### src/rtl/pvg_pkg.sv
// ----------------------------------------------------------------------------
// pvg_pkg
// Shared types, constants and the CORDIC arctangent table for the regular
// polygon vertex generator.
// ----------------------------------------------------------------------------
`default_nettype none
package pvg_pkg;

  localparam int MaxVertices = 64;
  localparam int AngleBits   = 16;
  localparam int CordicSteps = 16;
  localparam int CntW        = 7;
  localparam int IdxW        = 6;
  localparam int CoordW      = 17;
  localparam int DivW        = AngleBits + 1;
  localparam int VecW        = 33;

  localparam logic [CntW-1:0]      MaxCount = CntW'(MaxVertices);
  localparam logic [AngleBits-1:0] Quarter  = AngleBits'(1 << (AngleBits - 2));
  localparam logic [VecW-1:0]      GainQ30  = VecW'(652032874);

  typedef struct packed {
    logic [AngleBits-1:0] start_angle;
    logic [AngleBits-1:0] step;
    logic [CntW-1:0]      count;
    logic signed [15:0]   cx;
    logic signed [15:0]   cy;
    logic [14:0]          r;
  } cmd_t;

  typedef enum logic [1:0] {F_IDLE, F_DIV, F_PUSH} front_state_t;

  typedef enum logic [2:0] {B_IDLE, B_START, B_ROT, B_Q15, B_PX, B_PY, B_OUT} back_state_t;

  function automatic logic [VecW-1:0] atan_turn(input logic [3:0] i);
    logic [VecW-1:0] v;
    begin
      v = '0;
      unique case (i)
        4'd0:  v = VecW'(536870912);
        4'd1:  v = VecW'(316933406);
        4'd2:  v = VecW'(167458907);
        4'd3:  v = VecW'(85004756);
        4'd4:  v = VecW'(42667331);
        4'd5:  v = VecW'(21354465);
        4'd6:  v = VecW'(10679838);
        4'd7:  v = VecW'(5340245);
        4'd8:  v = VecW'(2670163);
        4'd9:  v = VecW'(1335086);
        4'd10: v = VecW'(667544);
        4'd11: v = VecW'(333772);
        4'd12: v = VecW'(166886);
        4'd13: v = VecW'(83443);
        4'd14: v = VecW'(41722);
        4'd15: v = VecW'(20861);
        default: v = '0;
      endcase
      return v;
    end
  endfunction

endpackage
`default_nettype wire

### src/rtl/pvg_front.sv
// ----------------------------------------------------------------------------
// pvg_front
// Accepts requests, clamps the count, and derives the angle step and start
// angle with a shared restoring divider before queuing a command.
// ----------------------------------------------------------------------------
`default_nettype none
module pvg_front import pvg_pkg::*; (
  input  wire logic                clk,
  input  wire logic                rst,
  input  wire logic                in_valid,
  output logic                     in_stall,
  input  wire logic [CntW-1:0]     vertex_count,
  input  wire logic signed [15:0]  center_x,
  input  wire logic signed [15:0]  center_y,
  input  wire logic [14:0]         radius,
  output logic                     push,
  output cmd_t                     push_cmd,
  input  wire logic                full
);

  front_state_t state, state_next;
  logic [CntW-1:0]      n;
  logic signed [15:0]   cx, cy;
  logic [14:0]          r;
  logic [DivW-1:0]      dividend, quo;
  logic [CntW-1:0]      rem;
  logic [4:0]           cnt;
  logic                 pass;
  logic [AngleBits-1:0] step, start;

  logic [CntW:0]        rem_sh;
  logic                 ge;
  logic [DivW-1:0]      quo_next;
  logic [CntW-1:0]      n_sat;

  assign n_sat    = (vertex_count > MaxCount) ? MaxCount : vertex_count;
  assign rem_sh   = {rem, dividend[DivW-1]};
  assign ge       = rem_sh >= {1'b0, n};
  assign quo_next = {quo[DivW-2:0], ge};
  assign in_stall = (state != F_IDLE);
  assign push     = (state == F_PUSH) && !full;
  assign push_cmd = '{start_angle: start, step: step, count: n, cx: cx, cy: cy, r: r};

  always_comb begin
    state_next = state;
    unique case (state)
      F_IDLE: if (in_valid && vertex_count != '0) state_next = F_DIV;
      F_DIV: begin
        if (cnt == 5'(DivW - 1) && (pass || n[0])) state_next = F_PUSH;
      end
      F_PUSH: if (!full) state_next = F_IDLE;
      default: state_next = F_IDLE;
    endcase
  end

  always_ff @(posedge clk) begin
    if (rst) begin
      state <= F_IDLE;
    end else begin
      state <= state_next;
    end
  end

  always_ff @(posedge clk) begin
    unique case (state)
      F_IDLE: begin
        n        <= n_sat;
        cx       <= center_x;
        cy       <= center_y;
        r        <= radius;
        dividend <= DivW'(1 << AngleBits) + DivW'(n_sat >> 1);
        rem      <= '0;
        quo      <= '0;
        cnt      <= '0;
        pass     <= 1'b0;
      end
      F_DIV: begin
        rem      <= ge ? CntW'(rem_sh - {1'b0, n}) : rem_sh[CntW-1:0];
        dividend <= {dividend[DivW-2:0], 1'b0};
        quo      <= quo_next;
        cnt      <= cnt + 5'd1;
        if (cnt == 5'(DivW - 1)) begin
          cnt <= '0;
          rem <= '0;
          quo <= '0;
          if (!pass) begin
            step     <= quo_next[AngleBits-1:0];
            start    <= Quarter;
            pass     <= 1'b1;
            dividend <= DivW'(1 << (AngleBits - 1)) + DivW'(n >> 1);
          end else begin
            start <= Quarter + quo_next[AngleBits-1:0];
          end
        end
      end
      default: ;
    endcase
  end

endmodule
`default_nettype wire

### src/rtl/pvg_queue.sv
// ----------------------------------------------------------------------------
// pvg_queue
// Two-entry command queue between the front and back parts.
// ----------------------------------------------------------------------------
`default_nettype none
module pvg_queue import pvg_pkg::*; (
  input  wire logic clk,
  input  wire logic rst,
  input  wire logic push,
  input  wire cmd_t push_cmd,
  output logic      full,
  input  wire logic pop,
  output logic      head_valid,
  output cmd_t      head
);

  cmd_t       mem [2];
  logic       wr_ptr, rd_ptr;
  logic [1:0] count;

  assign full       = (count == 2'd2);
  assign head_valid = (count != 2'd0);
  assign head       = mem[rd_ptr];

  always_ff @(posedge clk) begin
    if (rst) begin
      wr_ptr <= 1'b0;
      rd_ptr <= 1'b0;
      count  <= '0;
    end else begin
      if (push) wr_ptr <= ~wr_ptr;
      if (pop)  rd_ptr <= ~rd_ptr;
      count <= count + 2'(push) - 2'(pop);
    end
  end

  always_ff @(posedge clk) begin
    if (push) mem[wr_ptr] <= push_cmd;
  end

endmodule
`default_nettype wire

### src/rtl/pvg_back.sv
// ----------------------------------------------------------------------------
// pvg_back
// Walks the vertices of one command: iterative CORDIC rotation, scaling by
// the radius, centering, and a registered output stage.
// ----------------------------------------------------------------------------
`default_nettype none
module pvg_back import pvg_pkg::*; (
  input  wire logic                  clk,
  input  wire logic                  rst,
  input  wire logic                  head_valid,
  input  wire cmd_t                  head,
  output logic                       pop,
  output logic                       out_valid,
  input  wire logic                  out_stall,
  output logic signed [CoordW-1:0]   vertex_x,
  output logic signed [CoordW-1:0]   vertex_y,
  output logic [IdxW-1:0]            vertex_index,
  output logic                       is_last
);

  back_state_t state, state_next;
  logic [AngleBits-1:0] angle, step;
  logic [CntW-1:0]      left;
  logic [IdxW-1:0]      idx;
  logic signed [15:0]   cx, cy, c, s;
  logic [14:0]          r;
  logic signed [VecW-1:0] x, y, z;
  logic [3:0]           it;
  logic                 flip;
  logic signed [31:0]   px;
  logic signed [32:0]   py;

  logic                 fold;
  logic [AngleBits-1:0] a_fold;
  logic signed [VecW-1:0] dx, dy, at;
  logic signed [VecW:0] xf, yf, xr, yr;
  logic signed [16:0]   neg_s;
  logic signed [33:0]   sum_x, sum_y, tx, ty;
  logic                 out_free, fire;

  function automatic logic signed [15:0] sat_q15(input logic signed [VecW:0] v);
    logic signed [VecW:0] q;
    begin
      q = v >>> 15;
      if (q > (VecW+1)'(32767))       return 16'sh7FFF;
      else if (q < -(VecW+1)'(32768)) return 16'sh8000;
      else                            return q[15:0];
    end
  endfunction

  assign fold   = angle[AngleBits-1] ^ angle[AngleBits-2];
  assign a_fold = angle ^ {fold, {(AngleBits-1){1'b0}}};
  assign dx     = y >>> it;
  assign dy     = x >>> it;
  assign at     = $signed(atan_turn(it));
  assign xf     = flip ? -(VecW+1)'(x) : (VecW+1)'(x);
  assign yf     = flip ? -(VecW+1)'(y) : (VecW+1)'(y);
  assign xr     = xf + (VecW+1)'(1 << 14);
  assign yr     = yf + (VecW+1)'(1 << 14);
  assign neg_s  = -17'(s);
  assign sum_x  = 34'(px) + 34'($signed({cx, 15'b0}));
  assign sum_y  = 34'(py) + 34'($signed({cy, 15'b0}));
  assign tx     = sum_x[33] ? (sum_x + 34'sd32767) >>> 15 : sum_x >>> 15;
  assign ty     = sum_y[33] ? (sum_y + 34'sd32767) >>> 15 : sum_y >>> 15;
  assign out_free = !out_valid || !out_stall;
  assign fire   = (state == B_OUT) && out_free;
  assign pop    = fire && (left == CntW'(1));

  always_comb begin
    state_next = state;
    unique case (state)
      B_IDLE:  if (head_valid) state_next = B_START;
      B_START: state_next = B_ROT;
      B_ROT:   if (it == 4'(CordicSteps - 1)) state_next = B_Q15;
      B_Q15:   state_next = B_PX;
      B_PX:    state_next = B_PY;
      B_PY:    state_next = B_OUT;
      B_OUT:   if (out_free) state_next = (left == CntW'(1)) ? B_IDLE : B_START;
      default: state_next = B_IDLE;
    endcase
  end

  always_ff @(posedge clk) begin
    if (rst) begin
      state     <= B_IDLE;
      out_valid <= 1'b0;
      idx       <= '0;
    end else begin
      state <= state_next;
      if (fire) begin
        out_valid <= 1'b1;
        idx       <= (left == CntW'(1)) ? '0 : idx + IdxW'(1);
      end else if (!out_stall) begin
        out_valid <= 1'b0;
      end
    end
  end

  always_ff @(posedge clk) begin
    unique case (state)
      B_IDLE: begin
        angle <= head.start_angle;
        step  <= head.step;
        left  <= head.count;
        cx    <= head.cx;
        cy    <= head.cy;
        r     <= head.r;
      end
      B_START: begin
        x    <= GainQ30;
        y    <= '0;
        z    <= VecW'($signed({a_fold, {(32-AngleBits){1'b0}}}));
        flip <= fold;
        it   <= '0;
      end
      B_ROT: begin
        if (!z[VecW-1]) begin
          x <= x - dx;
          y <= y + dy;
          z <= z - at;
        end else begin
          x <= x + dx;
          y <= y - dy;
          z <= z + at;
        end
        it <= it + 4'd1;
      end
      B_Q15: begin
        c <= sat_q15(xr);
        s <= sat_q15(yr);
      end
      B_PX: px <= 32'(c) * 32'($signed({1'b0, r}));
      B_PY: py <= 33'(neg_s) * 33'($signed({1'b0, r}));
      B_OUT: begin
        if (out_free) begin
          vertex_x     <= tx[CoordW-1:0];
          vertex_y     <= ty[CoordW-1:0];
          vertex_index <= idx;
          is_last      <= (left == CntW'(1));
          left         <= left - CntW'(1);
          angle        <= angle + step;
        end
      end
      default: ;
    endcase
  end

endmodule
`default_nettype wire

### src/rtl/regular_polygon_vertex_generator.sv
// ----------------------------------------------------------------------------
// regular_polygon_vertex_generator
// An accepted request is divided once for the angle step and, for even counts,
// once more for the start angle, then queued. Each vertex takes setup, 16 CORDIC
// iterations, rounding, two multiplies and output on the shared rotator, which
// works on one vertex at a time and holds while the output stalls; a two-entry
// queue lets the next request be prepared meanwhile.
// Reset clears the control state and the queue; words in flight are dropped.
// ----------------------------------------------------------------------------
`default_nettype none
module regular_polygon_vertex_generator import pvg_pkg::*; (
  input  wire logic                  clk,
  input  wire logic                  rst,
  input  wire logic                  in_valid,
  output logic                       in_stall,
  input  wire logic [CntW-1:0]       vertex_count,
  input  wire logic signed [15:0]    center_x,
  input  wire logic signed [15:0]    center_y,
  input  wire logic [14:0]           radius,
  output logic                       out_valid,
  input  wire logic                  out_stall,
  output logic signed [CoordW-1:0]   vertex_x,
  output logic signed [CoordW-1:0]   vertex_y,
  output logic [IdxW-1:0]            vertex_index,
  output logic                       is_last
);

  logic push, full, pop, head_valid;
  cmd_t push_cmd, head;

  pvg_front u_front (
    .clk, .rst, .in_valid, .in_stall, .vertex_count, .center_x, .center_y,
    .radius, .push, .push_cmd, .full
  );

  pvg_queue u_queue (
    .clk, .rst, .push, .push_cmd, .full, .pop, .head_valid, .head
  );

  pvg_back u_back (
    .clk, .rst, .head_valid, .head, .pop, .out_valid, .out_stall,
    .vertex_x, .vertex_y, .vertex_index, .is_last
  );

endmodule
`default_nettype wire
### config.mk
export PLATFORM = sky130hd
export DESIGN_NAME = regular_polygon_vertex_generator
export DESIGN_NICKNAME = d
export VERILOG_FILES = /design/src/rtl/pvg_pkg.sv /design/src/rtl/pvg_front.sv /design/src/rtl/pvg_queue.sv /design/src/rtl/pvg_back.sv /design/src/rtl/regular_polygon_vertex_generator.sv
export SDC_FILE = /design/constraint.sdc
export NUM_CORES = 2
export LEC_CHECK = 0
export BUFFER_PORTS_ARGS = -buffer_cell sky130_fd_sc_hd__buf_2
export CORE_ASPECT_RATIO = 2
export CORE_MARGIN = 1.5
export CORE_UTILIZATION = 65
export DETAILED_ROUTE_END_ITERATION = 10
export PLACE_DENSITY = 0.93
export RECOVER_POWER = 100
export SYNTH_ARGS = -nofsm -noshare
export SYNTH_HDL_FRONTEND = slang
export SYNTH_HIERARCHICAL = 1
export SYNTH_SLANG_ARGS = --single-unit
### constraint.sdc
create_clock -name clk -period 16.65 [get_ports clk]
set_input_delay 2.4975 -clock clk [delete_from_list [all_inputs] [get_ports clk]]
set_output_delay 2.4975 -clock clk [all_outputs]
set_load 0.03 [all_outputs]
==> flow_summary.ini <==
[detailed_routing]
drtIter0Drc = 4137
ant_nets = 0
dr.pass1.iters = 8
routedWlPerCell_um = 24.1
drcViolationCount = 0
via_count = 44300
avgViaCountPerCell = 6.61
drt-total-wl_um = 161000

[synthesis]
ys_warn_count = 6
avgSynthCellArea_um2 = 10.6
synth.most_common_cell = inv_1
synth_commonest_cells = inv_1 (697), edfxtp_1 (631), nand2_1 (531)
synthTopCellsByArea = edfxtp_1 (33%), fa_1 (18%), ha_1 (7.3%)
synth_area_um2 = 58300
synth_seq_cells = 678
syn_inst = 5481
ys_types = 101
yosysTopAreaCell = edfxtp_1
synth_edf_count = 631
synthArstFlopShare = 0
synth_top_area_frac = 0.325
syn_nets = 6391
yosysSeqAreaShare = 0.341
synth_flop_cell = edfxtp_1

[floorplanning]
design.die.area_um2 = 91600
io_pins = 101
start_util = 0.655
core_um2 = 89000
die_w_um = 215
rows = 155
fp.dieH_um = 426

[cts]
numClockSinks = 678
cts.path.max_buffers = 3
postCtsResizedCells = 0
clock_latency_ns = 0.70
cts_tree = done
cts_setup_buffers = 0
postCtsHoldBufs = 0
path_clk_slew_ns = 0.10
cts_inserted_buffers = 57
htree_num_levels = 2
root_buffer = clkbuf_16

[grt]
antenna_found_initial = 4
grt_usage = 0.355
grt_busiest_layer = met2
grt_overflow = 0
met1_usage = 0.345
met2_usage = 0.642
groute.layer.met3.usage = 0.0699
grt_max_degree = 90
grt_pass1_vias = 47300
grt_pass1_wl_um = 250000

[critical_path]
worst_setup_path_start_kind = flop
path_max_fanout = 69
cp-end-kind = flop
crit_arrival_ns = 10.37
cp.required_ns = 17.08
crit_type = reg2reg
ff2ff_path_depth = 19

[timing]
slew_viol_final = 972
period_minus_slack_ns = 9.94
finalSetupViolCount = 0
holdWs_ns = 0.429
period_share = 0.597
fmax_ghz = 0.101
hold_viol_final = 0
rsz0062_at_grt = no
fin_setup_tns_ns = 0
clock_skew_ns = 0.0635
slew_headroom = -2.01
worstMarginPinSlew_ns = 4.51

[cells_and_area]
layout.cells.non_filler = 6701
areaGrowthSynthToFinish_pct = 5.19
fillers = 5883
fin_util = 0.688
drive_above_1_share = 0.0648
multi_input_area_um2 = 34600
regArea_um2 = 19900
nets = 6386

[run_status]
violations = capacitance limit, slew limit
status = finished with violations

[hold_path]
hold_path.class = reg2reg
min_path_cells = 0

[placed_design]
hpwl_um = 114000
place_inst = 6594
gp_congestion = 0.974
numPortBuffers = 100

[flow_run]
maxCapViolCount = 23
worst paths after layout:
| check | startpoint | to | slack (ns) |
|---|---|---|---|
| worst min register to register | u_front/start[8]$_SDFFCE_PN0P_ | u_queue/mem[0][78]$_DFFE_PP_ | 0.43 |
| worst max-delay path | u_back/it[0]$_DFFE_PN_ | u_back/y[32]$_SDFFCE_PP0N_ | 6.71 |
| worst min-delay path | u_front/start[8]$_SDFFCE_PN0P_ | u_queue/mem[0][78]$_DFFE_PP_ | 0.43 |
| worst max register to register | u_back/it[0]$_DFFE_PN_ | u_back/y[32]$_SDFFCE_PP0N_ | 6.71 |
final cells by class:
| type | instances | share of cell area |
|---|---|---|
| inverters | 701 | 0.0430 |
| diodes | 2 | 0.0000817 |
| well taps | 1177 | 0.0240 |
| flip-flops and latches | 678 | 0.325 |
| clock inverters | 42 | 0.00798 |
| clock buffers | 63 | 0.0236 |
| repair buffers | 153 | 0.0124 |
| multi-input cells | 3885 | 0.564 |
routing by layer:
layer  routed length [um]  share of wire  up-vias
met5                   29        0.00018        -
met4                16200           0.10        4
met3                13700          0.085     1156
met2                83500           0.52     2939
met1                47800           0.30    21500
li1                     -              -    18700
stage by stage:
step                cell area, um^2  worst slack [ns]
finish                        61300              6.71
global placement              59700              7.66
CTS                           61600              7.34
detailed placement            59700              7.34
global route                  61300              6.07
floorplan                     58300              9.05
cells by family after synthesis:
group                      count (synthesis)  synth area share
and+or+nand+nor                         1554             0.132
buffers and inverters                    918            0.0620
AOI/OAI and AO/OA                        855            0.0928
adders and majority gates                852             0.249
DFF                                      678             0.341
xor gates and xnor gates                 381            0.0575
muxes                                    243            0.0655
flip-flops by register name (all words and copies together) (netlist names), 17 cells and up, named ones only:
register,count
u_front/dividend,17
u_back/y,33
u_back/at,30
u_back/vertex_y,17
u_back/py,33
u_queue/mem,172
u_back/x,33
u_back/vertex_x,17
u_back/z,33
u_back/px,32
critical path, stage by stage, from the launching register on:
cell and delay [ns]:
edfxtp_1 0.41, clkbuf_1 3.19, mux4_1 0.99, mux4_2 0.61, nor4_1 0.80, nand3_4 0.21, nor2_1 0.18, a21oi_1 0.10
xnor2_1 0.33, ha_1 0.33, and4_1 0.26, a221o_1 0.35, a211oi_1 0.25, o21bai_1 0.17, o31ai_1 0.30, a31oi_1 0.22
a22oi_1 0.32, a21oi_1 0.18, mux2i_1 0.15, a311o_1 0.32
cell usage in the layout, fill, tap and decap left out, drive strengths merged, types with 81 or more instances in the layout:
cell / Yosys / final
a21oi: 264 / 264
nand2: 533 / 533
mux2: 121 / 121
clkbuf: 161 / 135
xnor2: 244 / 244
xor2: 136 / 136
edfxtp: 631 / 631
mux4: 83 / 83
inv: 700 / 704
and2: 275 / 275
nor2: 280 / 280
nor3: 94 / 94
o21ai: 200 / 200
ha: 340 / 340
fa: 512 / 512
buf: 56 / 81
Power is left out: the tool's default activity adds up to more than one toggle a clock period on the data nets, which glitch-free logic cannot reach.
